[src/hw/rtl/nbc_pkg.sv]
// Shared types, codes and constants of the nixie blend compositor.
// No dependencies.
package nbc_pkg;

	localparam int WORD_W    = 64;
	localparam int OP_W      = 2;
	localparam int CHAN_W    = 2;
	localparam int DIS_W     = 6;
	localparam int FLAG_W    = 2;
	localparam int CNT_W     = 11;
	localparam int SLICE_W   = 6;
	localparam int SHIFT_W   = 4;
	localparam int DIGIT_W   = 4;
	localparam int LEVEL_W   = 10;
	localparam int PERIOD_W  = 12;
	localparam int REG_IDX_W = 3;
	localparam int REG_DATA_W = 12;
	localparam int AP_POS    = 3;
	localparam int BIT_IDX_W = 6;

	typedef logic [OP_W-1:0] op_t;

	localparam op_t OP_TICK    = 2'd0;
	localparam op_t OP_LOAD    = 2'd1;
	localparam op_t OP_ADVANCE = 2'd2;
	localparam op_t OP_SET_DIS = 2'd3;

	localparam logic [REG_IDX_W-1:0] REG_AP_LEVEL    = 3'd0;
	localparam logic [REG_IDX_W-1:0] REG_AP_PERIOD   = 3'd1;
	localparam logic [REG_IDX_W-1:0] REG_HT_LOW      = 3'd2;
	localparam logic [REG_IDX_W-1:0] REG_BLEND_SHIFT = 3'd3;
	localparam logic [REG_IDX_W-1:0] REG_FAST_SLICES = 3'd4;
	localparam logic [REG_IDX_W-1:0] REG_FAST_PHASES = 3'd5;
	localparam logic [REG_IDX_W-1:0] REG_SLOW_SLICES = 3'd6;
	localparam logic [REG_IDX_W-1:0] REG_SLOW_PHASES = 3'd7;

	localparam logic [LEVEL_W-1:0]  RST_AP_LEVEL    = 10'd0;
	localparam logic [PERIOD_W-1:0] RST_AP_PERIOD   = 12'd1000;
	localparam logic [DIGIT_W-1:0]  RST_HT_LOW      = 4'd3;
	localparam logic [SHIFT_W-1:0]  RST_BLEND_SHIFT = 4'd1;
	localparam logic [SLICE_W-1:0]  RST_FAST_SLICES = 6'd12;
	localparam logic [SLICE_W-1:0]  RST_FAST_PHASES = 6'd12;
	localparam logic [SLICE_W-1:0]  RST_SLOW_SLICES = 6'd22;
	localparam logic [SLICE_W-1:0]  RST_SLOW_PHASES = 6'd22;

	localparam logic [CNT_W-1:0]   COUNT_MAX  = 11'd2047;
	localparam logic [DIGIT_W-1:0] DIGIT_MAX  = 4'd9;
	localparam logic [DIGIT_W-1:0] LOW_DIGIT_OTHER = 4'd6;

	// x / 100 for 12-bit x as (x * 5243) >> 19
	localparam int DIV100_MUL_W = 13;
	localparam logic [DIV100_MUL_W-1:0] DIV100_MUL = 13'd5243;
	localparam int DIV100_SHIFT = 19;
	localparam int QUOT100_W    = 6;

	localparam logic [2:0]   AP_DIGIT_POS [AP_POS] = '{3'd0, 3'd2, 3'd4};
	localparam logic [6:0]   AP_OFFS      [AP_POS] = '{7'd0, 7'd33, 7'd66};

	// 1-based bit numbers of each digit for positions 0, 2 and 4
	localparam logic [6:0] PULSE_BIT [AP_POS][10] = '{
		'{7'd57, 7'd41, 7'd25, 7'd9,  7'd58, 7'd42, 7'd26, 7'd10, 7'd59, 7'd43},
		'{7'd62, 7'd46, 7'd30, 7'd14, 7'd63, 7'd47, 7'd31, 7'd15, 7'd64, 7'd48},
		'{7'd19, 7'd3,  7'd52, 7'd36, 7'd20, 7'd4,  7'd53, 7'd37, 7'd21, 7'd5}
	};

	function automatic logic [BIT_IDX_W-1:0] pulse_bit_idx(input logic [1:0] p,
		input logic [DIGIT_W-1:0] d);
		logic [6:0] b;
		b = 7'd1;
		if (p < 2'(AP_POS) && d <= DIGIT_MAX) begin
			b = PULSE_BIT[p][d];
		end
		return BIT_IDX_W'(b - 7'd1);
	endfunction

	typedef struct packed {
		logic start;
	} div_ctrl_t;

	typedef struct packed {
		logic busy;
		logic done;
	} div_stat_t;

	typedef struct packed {
		logic             tick;
		logic             advance;
		logic             set_dis;
		logic [DIS_W-1:0] dis;
	} ap_ctrl_t;

endpackage

[src/hw/rtl/nbc_if.sv]
// Handshake channels of the nixie blend compositor: command in, result out.
// Depends on nbc_pkg.
interface nbc_cmd_if;
	logic                        valid;
	logic                        ready;
	nbc_pkg::op_t                op;
	logic [nbc_pkg::CHAN_W-1:0]  channel;
	logic [nbc_pkg::WORD_W-1:0]  new_word;
	logic [nbc_pkg::WORD_W-1:0]  new_mask;
	logic [nbc_pkg::DIS_W-1:0]   digit_disable;

	modport source (output valid, op, channel, new_word, new_mask, digit_disable,
		input ready);
	modport sink (input valid, op, channel, new_word, new_mask, digit_disable,
		output ready);
endinterface

interface nbc_res_if;
	logic                        valid;
	logic                        ready;
	logic [nbc_pkg::WORD_W-1:0]  shift_word;
	logic [nbc_pkg::FLAG_W-1:0]  blending_flags;

	modport source (output valid, shift_word, blending_flags, input ready);
	modport sink (input valid, shift_word, blending_flags, output ready);
endinterface

[src/hw/rtl/nbc_divider.sv]
// Restoring divider, one quotient bit per cycle: blend count by slices.
// Depends on nbc_pkg.
module nbc_divider (
	input  logic                        clk,
	input  logic                        arst_n,
	input  nbc_pkg::div_ctrl_t          ctrl,
	input  logic [nbc_pkg::CNT_W-1:0]   dividend,
	input  logic [nbc_pkg::SLICE_W-1:0] divisor,
	output nbc_pkg::div_stat_t          stat,
	output logic [nbc_pkg::CNT_W-1:0]   quotient,
	output logic [nbc_pkg::SLICE_W-1:0] remainder
);
	import nbc_pkg::*;

	localparam int STEP_W = $clog2(CNT_W + 1);

	logic [STEP_W-1:0]  step_q;
	logic               busy_q;
	logic               done_q;
	logic [CNT_W-1:0]   quo_q;
	logic [SLICE_W-1:0] rem_q;
	logic [SLICE_W-1:0] den_q;
	logic [SLICE_W:0]   trial;
	logic               ge;

	always_comb begin
		trial = {rem_q, quo_q[CNT_W-1]};
		ge    = trial >= {1'b0, den_q};
	end

	always_ff @(posedge clk or negedge arst_n) begin
		if (!arst_n) begin
			step_q <= '0;
			busy_q <= 1'b0;
			done_q <= 1'b0;
		end else begin
			done_q <= 1'b0;
			if (ctrl.start) begin
				step_q <= STEP_W'(CNT_W);
				busy_q <= 1'b1;
			end else if (busy_q) begin
				step_q <= step_q - 1'b1;
				if (step_q == STEP_W'(1)) begin
					busy_q <= 1'b0;
					done_q <= 1'b1;
				end
			end
		end
	end

	always_ff @(posedge clk) begin
		if (ctrl.start) begin
			quo_q <= dividend;
			rem_q <= '0;
			den_q <= divisor;
		end else if (busy_q) begin
			quo_q <= {quo_q[CNT_W-2:0], ge};
			rem_q <= ge ? SLICE_W'(trial - {1'b0, den_q}) : trial[SLICE_W-1:0];
		end
	end

	assign stat.busy = busy_q;
	assign stat.done = done_q;
	assign quotient  = quo_q;
	assign remainder = rem_q;

endmodule

[src/hw/rtl/nbc_ap_unit.sv]
// Anti-poisoning: tick counter, cycled digits, disable flags and pulse word.
// Depends on nbc_pkg.
module nbc_ap_unit (
	input  logic                         clk,
	input  logic                         arst_n,
	input  nbc_pkg::ap_ctrl_t            ctrl,
	input  logic [nbc_pkg::LEVEL_W-1:0]  ap_level,
	input  logic [nbc_pkg::PERIOD_W-1:0] ap_period,
	input  logic [nbc_pkg::DIGIT_W-1:0]  ht_low_digit,
	output logic [nbc_pkg::WORD_W-1:0]   pulses
);
	import nbc_pkg::*;

	localparam int PROD_W  = PERIOD_W + DIV100_MUL_W;
	localparam int START_W = PERIOD_W + 1;

	logic [PERIOD_W-1:0]  count_q;
	logic [DIGIT_W-1:0]   digit_q [AP_POS];
	logic [DIS_W-1:0]     dis_q;
	logic [QUOT100_W-1:0] quot_q;
	logic [START_W-1:0]   start_q [AP_POS];
	logic [PROD_W-1:0]    div_prod;
	logic [PERIOD_W:0]    count_inc;

	assign div_prod  = PROD_W'(ap_period) * PROD_W'(DIV100_MUL);
	assign count_inc = {1'b0, count_q} + 1'b1;

	// start offsets follow a period write through quot_q and then start_q
	always_ff @(posedge clk) begin
		quot_q <= div_prod[DIV100_SHIFT +: QUOT100_W];
		for (int p = 0; p < AP_POS; p++) begin
			start_q[p] <= START_W'(quot_q) * START_W'(AP_OFFS[p]);
		end
	end

	always_ff @(posedge clk or negedge arst_n) begin
		if (!arst_n) begin
			count_q    <= '0;
			digit_q[0] <= RST_HT_LOW;
			for (int p = 1; p < AP_POS; p++) begin
				digit_q[p] <= LOW_DIGIT_OTHER;
			end
			dis_q <= '0;
		end else begin
			if (ctrl.tick) begin
				count_q <= (count_inc >= {1'b0, ap_period}) ? '0 : count_inc[PERIOD_W-1:0];
			end
			if (ctrl.advance) begin
				for (int p = 0; p < AP_POS; p++) begin
					if ({1'b0, digit_q[p]} + 5'd1 > {1'b0, DIGIT_MAX}) begin
						digit_q[p] <= (p == 0) ? ht_low_digit : LOW_DIGIT_OTHER;
					end else begin
						digit_q[p] <= digit_q[p] + 1'b1;
					end
				end
			end
			if (ctrl.set_dis) begin
				dis_q <= ctrl.dis;
			end
		end
	end

	always_comb begin
		logic [START_W:0] win_end;
		logic             hit;
		pulses = '0;
		for (int p = 0; p < AP_POS; p++) begin
			win_end = {1'b0, start_q[p]} + (START_W + 1)'(ap_level);
			hit = !dis_q[AP_DIGIT_POS[p]] && (digit_q[p] <= DIGIT_MAX)
				&& ((START_W + 1)'(count_q) >= {1'b0, start_q[p]})
				&& ((START_W + 1)'(count_q) < win_end);
			if (hit) begin
				pulses[pulse_bit_idx(2'(p), digit_q[p])] = 1'b1;
			end
		end
	end

endmodule

[src/hw/rtl/nixie_blend_compositor.sv]
// Nixie blend compositor top level: command/result channels, config port,
// blend sequencer. Depends on nbc_pkg, nbc_if, nbc_divider, nbc_ap_unit.
//
// Load, advance and disable commands are done when taken and give no result. A
// tick scans each blend channel in turn; for each active one it runs the shared
// 11-step divider, which splits the blend count into phase and slice, and then
// evaluates the channel. It then leaves its word in the output register; the
// next command is taken while that word waits. A tick that finishes while the
// previous result is still untaken waits for it.
module nixie_blend_compositor #(
	parameter int BLEND_CHANNELS = 2
) (
	input  logic                           clk,
	input  logic                           arst_n,
	nbc_cmd_if.sink                        cmd,
	nbc_res_if.source                      res,
	input  logic                           wr_en,
	input  logic [nbc_pkg::REG_IDX_W-1:0]  wr_index,
	input  logic [nbc_pkg::REG_DATA_W-1:0] wr_data
);
	import nbc_pkg::*;

	localparam int CH_W = (BLEND_CHANNELS > 1) ? $clog2(BLEND_CHANNELS) : 1;

	localparam logic [2:0] ST_IDLE = 3'd0;
	localparam logic [2:0] ST_SCAN = 3'd1;
	localparam logic [2:0] ST_DIV  = 3'd2;
	localparam logic [2:0] ST_EVAL = 3'd3;
	localparam logic [2:0] ST_AP   = 3'd4;

	// config registers
	logic [LEVEL_W-1:0]  ap_level_q;
	logic [PERIOD_W-1:0] ap_period_q;
	logic [DIGIT_W-1:0]  ht_low_q;
	logic [SHIFT_W-1:0]  blend_shift_q;
	logic [SLICE_W-1:0]  fast_slices_q;
	logic [SLICE_W-1:0]  fast_phases_q;
	logic [SLICE_W-1:0]  slow_slices_q;
	logic [SLICE_W-1:0]  slow_phases_q;

	logic [2:0]          state_q;
	logic [CH_W-1:0]     ch_q;
	logic                blend_on_q    [BLEND_CHANNELS];
	logic [WORD_W-1:0]   blend_word_q  [BLEND_CHANNELS];
	logic [WORD_W-1:0]   blend_mask_q  [BLEND_CHANNELS];
	logic [CNT_W-1:0]    blend_count_q [BLEND_CHANNELS];
	logic [WORD_W-1:0]   shown_word_q;
	logic [WORD_W-1:0]   acc_q;
	logic [FLAG_W-1:0]   flags_q;
	logic                res_valid_q;
	logic [WORD_W-1:0]   res_word_q;
	logic [FLAG_W-1:0]   res_flags_q;

	logic                cmd_fire;
	logic                res_free;
	logic                chan_ok;
	logic [CH_W-1:0]     chan_idx;
	logic                last_ch;
	logic [FLAG_W-1:0]   on_vec;
	logic [SLICE_W-1:0]  slices_raw;
	logic [SLICE_W-1:0]  phases_raw;
	logic [SLICE_W-1:0]  slices_eff;
	logic [SLICE_W-1:0]  phases_eff;
	logic [14:0]         shift_prod;
	logic                take_new;
	logic [11:0]         limit_raw;
	logic [CNT_W-1:0]    limit;
	logic [CNT_W-1:0]    cnt_next;
	logic                blend_end;
	logic [WORD_W-1:0]   acc_blend;
	logic [WORD_W-1:0]   acc_next;
	logic [WORD_W-1:0]   pulses;

	div_ctrl_t           div_ctrl;
	div_stat_t           div_stat;
	logic [CNT_W-1:0]    div_quo;
	logic [SLICE_W-1:0]  div_rem;
	ap_ctrl_t            ap_ctrl;

	for (genvar gc = 0; gc < FLAG_W; gc++) begin : g_flags
		if (gc < BLEND_CHANNELS) begin : g_on
			assign on_vec[gc] = blend_on_q[gc];
		end else begin : g_off
			assign on_vec[gc] = 1'b0;
		end
	end

	assign cmd.ready = (state_q == ST_IDLE);
	assign cmd_fire  = cmd.valid && cmd.ready;
	assign res_free  = !res_valid_q || res.ready;

	assign chan_ok  = (cmd.channel != '0) && ({1'b0, cmd.channel} <= 3'(BLEND_CHANNELS));
	assign chan_idx = CH_W'(cmd.channel - 2'd1);
	assign last_ch  = (ch_q == CH_W'(BLEND_CHANNELS - 1));

	always_comb begin
		slices_raw = (ch_q == '0) ? fast_slices_q : slow_slices_q;
		phases_raw = (ch_q == '0) ? fast_phases_q : slow_phases_q;
		slices_eff = (slices_raw == '0) ? SLICE_W'(1) : slices_raw;
		phases_eff = (phases_raw == '0) ? SLICE_W'(1) : phases_raw;

		// slice >= slices - shift*phase, kept unsigned
		shift_prod = 15'(blend_shift_q) * 15'(div_quo);
		take_new   = (16'(div_rem) + 16'(shift_prod)) >= 16'(slices_eff);

		limit_raw = 12'(phases_eff) * 12'(slices_eff);
		limit     = (limit_raw > 12'(COUNT_MAX)) ? COUNT_MAX : limit_raw[CNT_W-1:0];
		cnt_next  = blend_count_q[ch_q] + 1'b1;
		blend_end = cnt_next >= limit;

		acc_blend = (acc_q & ~blend_mask_q[ch_q]) | (blend_word_q[ch_q] & blend_mask_q[ch_q]);
		acc_next  = take_new ? acc_blend : acc_q;
	end

	assign div_ctrl.start = (state_q == ST_SCAN) && blend_on_q[ch_q];

	assign ap_ctrl.tick    = (state_q == ST_AP) && res_free && (ap_level_q != '0);
	assign ap_ctrl.advance = cmd_fire && (cmd.op == OP_ADVANCE) && (ap_level_q != '0);
	assign ap_ctrl.set_dis = cmd_fire && (cmd.op == OP_SET_DIS);
	assign ap_ctrl.dis     = cmd.digit_disable;

	nbc_divider u_div (
		.clk       (clk),
		.arst_n    (arst_n),
		.ctrl      (div_ctrl),
		.dividend  (blend_count_q[ch_q]),
		.divisor   (slices_eff),
		.stat      (div_stat),
		.quotient  (div_quo),
		.remainder (div_rem)
	);

	nbc_ap_unit u_ap (
		.clk          (clk),
		.arst_n       (arst_n),
		.ctrl         (ap_ctrl),
		.ap_level     (ap_level_q),
		.ap_period    (ap_period_q),
		.ht_low_digit (ht_low_q),
		.pulses       (pulses)
	);

	// config port
	always_ff @(posedge clk or negedge arst_n) begin
		if (!arst_n) begin
			ap_level_q    <= RST_AP_LEVEL;
			ap_period_q   <= RST_AP_PERIOD;
			ht_low_q      <= RST_HT_LOW;
			blend_shift_q <= RST_BLEND_SHIFT;
			fast_slices_q <= RST_FAST_SLICES;
			fast_phases_q <= RST_FAST_PHASES;
			slow_slices_q <= RST_SLOW_SLICES;
			slow_phases_q <= RST_SLOW_PHASES;
		end else if (wr_en) begin
			case (wr_index)
				REG_AP_LEVEL:    ap_level_q    <= wr_data[LEVEL_W-1:0];
				REG_AP_PERIOD:   ap_period_q   <= wr_data[PERIOD_W-1:0];
				REG_HT_LOW:      ht_low_q      <= wr_data[DIGIT_W-1:0];
				REG_BLEND_SHIFT: blend_shift_q <= wr_data[SHIFT_W-1:0];
				REG_FAST_SLICES: fast_slices_q <= wr_data[SLICE_W-1:0];
				REG_FAST_PHASES: fast_phases_q <= wr_data[SLICE_W-1:0];
				REG_SLOW_SLICES: slow_slices_q <= wr_data[SLICE_W-1:0];
				REG_SLOW_PHASES: slow_phases_q <= wr_data[SLICE_W-1:0];
				default: ;
			endcase
		end
	end

	// sequencer and control state
	always_ff @(posedge clk or negedge arst_n) begin
		if (!arst_n) begin
			state_q      <= ST_IDLE;
			ch_q         <= '0;
			flags_q      <= '0;
			shown_word_q <= '0;
			res_valid_q  <= 1'b0;
			for (int c = 0; c < BLEND_CHANNELS; c++) begin
				blend_on_q[c] <= 1'b0;
			end
		end else begin
			if ((state_q == ST_AP) && res_free) begin
				res_valid_q <= 1'b1;
			end else if (res.ready) begin
				res_valid_q <= 1'b0;
			end
			case (state_q)
				ST_IDLE: begin
					if (cmd_fire) begin
						case (cmd.op)
							OP_TICK: begin
								ch_q    <= '0;
								flags_q <= on_vec;
								state_q <= ST_SCAN;
							end
							OP_LOAD: begin
								if (cmd.channel == '0) begin
									shown_word_q <= cmd.new_word;
									for (int c = 0; c < BLEND_CHANNELS; c++) begin
										blend_on_q[c] <= 1'b0;
									end
								end else if (chan_ok) begin
									blend_on_q[chan_idx] <= 1'b1;
								end
							end
							default: ;
						endcase
					end
				end
				ST_SCAN: begin
					if (blend_on_q[ch_q]) begin
						state_q <= ST_DIV;
					end else if (last_ch) begin
						state_q <= ST_AP;
					end else begin
						ch_q <= ch_q + 1'b1;
					end
				end
				ST_DIV: begin
					if (div_stat.done) begin
						state_q <= ST_EVAL;
					end
				end
				ST_EVAL: begin
					if (blend_end) begin
						blend_on_q[ch_q] <= 1'b0;
						shown_word_q     <= acc_next;
					end
					if (last_ch) begin
						state_q <= ST_AP;
					end else begin
						ch_q    <= ch_q + 1'b1;
						state_q <= ST_SCAN;
					end
				end
				ST_AP: begin
					if (res_free) begin
						state_q <= ST_IDLE;
					end
				end
				default: state_q <= ST_IDLE;
			endcase
		end
	end

	// payload
	always_ff @(posedge clk) begin
		if (cmd_fire && (cmd.op == OP_TICK)) begin
			acc_q <= shown_word_q;
		end
		if (cmd_fire && (cmd.op == OP_LOAD) && chan_ok) begin
			blend_word_q[chan_idx]  <= cmd.new_word;
			blend_mask_q[chan_idx]  <= cmd.new_mask;
			blend_count_q[chan_idx] <= '0;
		end
		if (state_q == ST_EVAL) begin
			acc_q               <= acc_next;
			blend_count_q[ch_q] <= cnt_next;
		end
		if ((state_q == ST_AP) && res_free) begin
			res_word_q  <= (ap_level_q != '0) ? (acc_q | pulses) : acc_q;
			res_flags_q <= flags_q;
		end
	end

	assign res.valid          = res_valid_q;
	assign res.shift_word     = res_word_q;
	assign res.blending_flags = res_flags_q;

endmodule

[src/flat_wrapper.sv]
// flat-port wrapper written by rule: the top's interface ports become plain ports
module nixie_blend_compositor_flat import nbc_pkg::*;
#(
	parameter int BLEND_CHANNELS = 2
)
  (clk, arst_n, wr_en, wr_index, wr_data, cmd_valid, cmd_op, cmd_channel, cmd_new_word, cmd_new_mask, cmd_digit_disable, cmd_ready, res_valid, res_shift_word, res_blending_flags, res_ready);
  nbc_cmd_if cmd_i ();
  nbc_res_if res_i ();
  input  logic clk;
  input  logic arst_n;
  input  logic wr_en;
  input  logic [nbc_pkg::REG_IDX_W-1:0] wr_index;
  input  logic [nbc_pkg::REG_DATA_W-1:0] wr_data;
  input wire logic [$bits(cmd_i.valid)-1:0] cmd_valid;
  input wire logic [$bits(cmd_i.op)-1:0] cmd_op;
  input wire logic [$bits(cmd_i.channel)-1:0] cmd_channel;
  input wire logic [$bits(cmd_i.new_word)-1:0] cmd_new_word;
  input wire logic [$bits(cmd_i.new_mask)-1:0] cmd_new_mask;
  input wire logic [$bits(cmd_i.digit_disable)-1:0] cmd_digit_disable;
  output wire logic [$bits(cmd_i.ready)-1:0] cmd_ready;
  output wire logic [$bits(res_i.valid)-1:0] res_valid;
  output wire logic [$bits(res_i.shift_word)-1:0] res_shift_word;
  output wire logic [$bits(res_i.blending_flags)-1:0] res_blending_flags;
  input wire logic [$bits(res_i.ready)-1:0] res_ready;
  assign cmd_i.valid = cmd_valid;
  assign cmd_i.op = cmd_op;
  assign cmd_i.channel = cmd_channel;
  assign cmd_i.new_word = cmd_new_word;
  assign cmd_i.new_mask = cmd_new_mask;
  assign cmd_i.digit_disable = cmd_digit_disable;
  assign cmd_ready = cmd_i.ready;
  assign res_valid = res_i.valid;
  assign res_shift_word = res_i.shift_word;
  assign res_blending_flags = res_i.blending_flags;
  assign res_i.ready = res_ready;
  nixie_blend_compositor #(.BLEND_CHANNELS(BLEND_CHANNELS)) u_core (.clk(clk), .arst_n(arst_n), .cmd(cmd_i), .res(res_i), .wr_en(wr_en), .wr_index(wr_index), .wr_data(wr_data));
endmodule
[config.mk]
export PLATFORM = sky130hd
export DESIGN_NAME = nixie_blend_compositor_flat
export DESIGN_NICKNAME = d
export VERILOG_FILES = /design/src/hw/rtl/nbc_pkg.sv /design/src/hw/rtl/nbc_if.sv /design/src/hw/rtl/nbc_divider.sv /design/src/hw/rtl/nbc_ap_unit.sv /design/src/hw/rtl/nixie_blend_compositor.sv /design/src/flat_wrapper.sv
export SDC_FILE = /design/constraint.sdc
export NUM_CORES = 1
export LEC_CHECK = 0
export CORE_MARGIN = 10
export CORE_UTILIZATION = 59
export DETAILED_ROUTE_END_ITERATION = 12
export DONT_BUFFER_PORTS = 1
export PLACE_DENSITY = 0.78
export SLEW_MARGIN = 30
export SYNTH_ARGS = -nofsm -noshare
export SYNTH_HDL_FRONTEND = slang
export SYNTH_SLANG_ARGS = --single-unit
[constraint.sdc]
create_clock -name clk -period 7.4 [get_ports clk]
set_input_delay 1.48 -clock clk [delete_from_list [all_inputs] [get_ports clk]]
set_output_delay 1.48 -clock clk [all_outputs]
set_load 0.01 [all_outputs]
==> flow_metrics.env <==
export IMPL_hold_slack_ps=377
export IMPL_via_per_inst=6.33
export IMPL_synth_area_per_cell_sq_um=10.9
export IMPL_grt_pass1_wl_mm=144
export IMPL_core_sq_um=58900
export IMPL_die_height_um=264
export IMPL_overflow=0
export IMPL_drc=0
export IMPL_clk_latency_ps=610
export IMPL_drive_gt1_share_pct=8.17
export IMPL_grt_max_degree=161
export IMPL_worstSetupStartpointType="flip-flop"
export IMPL_period_needed_ps=6920
export IMPL_grt_pass1_vias=25592
export IMPL_yosysWarningCount=0
export IMPL_synth_area_leader_cell="edfxtp_1"
export IMPL_firstDrtPassIters=6
export IMPL_dp_hpwl_mm=64.8
export IMPL_area_growth_pct=8.98
export IMPL_ys_ff_latch=609
export IMPL_die_area_sq_um=69500
export IMPL_drt_iter0_drc=2322
export IMPL_min_path_type="flip-flop to flip-flop"
export IMPL_clock_root_buffer="clkbuf_16"
export IMPL_tightest_slew_ps=1060
export IMPL_die_w_um=264
export IMPL_rows=89
export IMPL_synth_cells=3224
export IMPL_cts_sinks=609
export IMPL_setup_tns_ps=0
export IMPL_ir_drop_mv=0.730
export IMPL_cts_buffer_depth=3
export IMPL_worstPathRequired_ps=7910
export IMPL_synthTopCellsByArea="edfxtp_1, ha_1, dfrtp_1"
export IMPL_syn_area_sq_um=35000
export IMPL_power_density_nw_per_um2=489
export IMPL_synthArstFlopShare_pct=26.3
export IMPL_dr_wl_met3_mm=9.42
export IMPL_start_util_pct=59.5
export IMPL_wl_met1_mm=36.1
export IMPL_wl_met2_mm=43.5
export IMPL_critPathMaxFanout=58
export IMPL_outcome="complete, no violations"
export IMPL_fin_nets=3712
export IMPL_ios=226
export IMPL_ant_nets=0
export IMPL_endpoint_kind="flip-flop"
export IMPL_cts_tree="built"
export IMPL_rsz0062_at_grt="no"
export IMPL_critical_path_slowest_cell="fa_1"
export IMPL_n_fill_cell=4434
export IMPL_critical_path_class="flip-flop to flip-flop"
export IMPL_synth_flop_cell="edfxtp_1"
export IMPL_post_place_cells=3890
export IMPL_arrival_ps=7430
export IMPL_layoutNonFillerInstCount=4022
export IMPL_fin_crit_sh_pct=93.5
export IMPL_hold_viol_final=0
export IMPL_slowest_delay_ps=560
export IMPL_wl_mm=92.6
export IMPL_wl_per_cell_um=23.0
export IMPL_cts_clk_slew_worst_paths_ps=60
export IMPL_fmax_mhz=145
export IMPL_io_buffers=0
export IMPL_vias=25451
export IMPL_syn_nets=3743
export IMPL_finalSetupViolations=0
export IMPL_relSlewSlack_pct=28.8
export IMPL_synthDistinctLibCells=80
export IMPL_routed_top_layer="met5"
export IMPL_total_power_w=0.0187
export IMPL_cap_viol_max_count=0
export IMPL_htree_levels=3
export IMPL_antenna_found_initial=7
export IMPL_fin_util_pct=64.8
export IMPL_p_leak_nw=16.0
export IMPL_synth_top_area_share_pct=36.4
export IMPL_finalMaxSlewViolations=0
export IMPL_holdBufCountCts=0
export IMPL_synth_edf_count=425
export IMPL_gr_usage_all_layers_pct=26.0
export IMPL_gp_congestion=0.928
export IMPL_cts_buffers=66
export IMPL_clock_skew_ps=30.9
export IMPL_ys_seq_area_share_pct=49.3
-- per-layer routing --
layer	vias to the layer above	GRT usage, %
met5	-	0
met4	6	10.2
met3	223	8.48
met2	1106	42.3
met1	12478	31.6
li1	11638	-
-- through the flow --
stage	area, sq um	setup slack [ps]
final	38200	481
after global routing	38200	18.0
after CTS	38100	297
after detailed placement	35900	374
after global placement	35900	414
after floorplan	35100	9.47
-- placed cells by master (no fill, tap or decap), types with 19 or more instances in the layout --
| cell | netlist | routed |
|---|---|---|
| and3_1 | 27 | 27 |
| a221o_1 | 74 | 74 |
| clkbuf_16 | 0 | 68 |
| nand2_1 | 392 | 390 |
| and2_1 | 38 | 36 |
| ha_1 | 272 | 272 |
| fa_1 | 89 | 89 |
| nand3_1 | 59 | 59 |
| nor2b_1 | 20 | 20 |
| dfxtp_1 | 24 | 24 |
| buf_4 | 1 | 43 |
| edfxtp_1 | 425 | 425 |
| a21o_1 | 55 | 54 |
| xnor2_1 | 37 | 36 |
| dfstp_2 | 25 | 25 |
| nor3_1 | 24 | 22 |
| inv_1 | 294 | 294 |
| dfrtp_1 | 135 | 134 |
| o22ai_1 | 65 | 65 |
| a22o_1 | 52 | 52 |
| nor2_1 | 119 | 117 |
| o21ai_0 | 236 | 234 |
| mux2_2 | 41 | 41 |
| o211ai_1 | 68 | 68 |
| nand2b_1 | 93 | 93 |
| nand4_1 | 30 | 30 |
| a21oi_1 | 132 | 131 |
| xor2_1 | 25 | 25 |
| o221ai_1 | 19 | 19 |
-- logic make-up after synthesis --
| group | after synthesis | share of synthesized area (%) |
|---|---|---|
| simple gates | 870 | 11.9 |
| compound gates | 814 | 15.6 |
| flops | 609 | 49.3 |
| buf+inv | 443 | 4.84 |
| fa+ha+maj | 361 | 14.8 |
| mux | 65 | 2.00 |
| xor+xnor | 62 | 1.55 |
-- worst max-delay path: cells and delay by family (launching register included) --
family	cells	cell delay, ps
flops	1	530
simple gates	5	740
fa+ha+maj	5	2100
compound gates	13	2310
buf+inv	5	700
mux	1	220
xor+xnor	1	180
-- final cells by class --
cell class	count	area [sq um]	area share [%]
tap	773	967	2.53
clock buffer	83	1800	4.71
inverter	296	1110	2.91
sequential	609	17300	45.3
clock inverter	37	390	1.02
multi-input combinational	2172	16200	42.5
timing repair buffer	48	402	1.05
antenna	4	10.0	0.0262
-- state kept, by name, summed over array words and instances, names as in the netlist, 6 cells and up, named ones only --
name	cells
u_core.blend_mask_q	128
u_core.blend_word_q	128
u_core.acc_q	64
u_core.res.shift_word	64
u_core.shown_word_q	64
u_core.blend_count_q	22
u_core.ap_period_q	12
u_core.u_ap.count_q	12
u_core.u_ap.digit_q	12
u_core.u_ap.start_q	12
u_core.u_div.quotient	11
u_core.ap_level_q	10
u_core.fast_phases_q	6
u_core.fast_slices_q	6
u_core.slow_phases_q	6
u_core.slow_slices_q	6
u_core.u_ap.quot_q	6
u_core.u_div.den_q	6
u_core.u_div.remainder	6
-- cell usage after synthesis, types with 12 or more instances --
| master | instances |
|---|---|
| a21o_1 | 55 |
| a21oi_1 | 132 |
| a221o_1 | 74 |
| a22o_1 | 52 |
| and2_1 | 38 |
| and3_1 | 27 |
| buf_1 | 14 |
| clkbuf_1 | 124 |
| dfrtp_1 | 135 |
| dfstp_2 | 25 |
| dfxtp_1 | 24 |
| edfxtp_1 | 425 |
| fa_1 | 89 |
| ha_1 | 272 |
| inv_1 | 294 |
| mux2_2 | 41 |
| mux2i_1 | 24 |
| nand2_1 | 392 |
| nand2b_1 | 93 |
| nand3_1 | 59 |
| nand4_1 | 30 |
| nor2_1 | 119 |
| nor2b_1 | 20 |
| nor3_1 | 24 |
| o2111ai_1 | 12 |
| o211ai_1 | 68 |
| o21ai_0 | 236 |
| o221ai_1 | 19 |
| o22ai_1 | 65 |
| or2_2 | 13 |
| xnor2_1 | 37 |
| xor2_1 | 25 |
-- what timing repair did --
| item | CTS | global route |
|---|---|---|
| gates resized for setup | 0 | 3 |
| endpoints found under the setup margin | 0 | 52 |
| buffers inserted | 0 | 8 |
-- path summary, 6_finish.rpt --
path / cells after the start / end / slack, ps / from
min in group asynchronous: 0 / u_core.ap_level_q[6]$_DFFE_PN0P_ / 560 / arst_n
setup / recovery: 30 / u_core.shown_word_q[3]$_DFFE_PN0P_ / 480 / u_core.ch_q$_DFFE_PN0P_
hold / removal: 0 / u_core.u_ap.start_q[0][28]$_DFF_P_ / 380 / u_core.u_ap.quot_q[1]$_DFF_P_
max in group asynchronous: 0 / u_core.u_ap.digit_q[2]$_DFFE_PN1P_ / 6440 / arst_n
hold reg to reg: 0 / u_core.u_ap.start_q[0][28]$_DFF_P_ / 380 / u_core.u_ap.quot_q[1]$_DFF_P_
setup reg to reg: 30 / u_core.shown_word_q[3]$_DFFE_PN0P_ / 480 / u_core.ch_q$_DFFE_PN0P_
-- where the power goes --
part / total [W] / internal [W] / leakage [nW] / switching (W)
Sequential: 0.00518 / 0.00454 / 6.00 / 0.000641
Combinational: 0.0102 / 0.00425 / 8.95 / 0.00592
Clock: 0.00332 / 0.00195 / 1.08 / 0.00137
Total: 0.0187 / 0.0107 / 16.0 / 0.00793
Power figures use the tool's default switching activity.
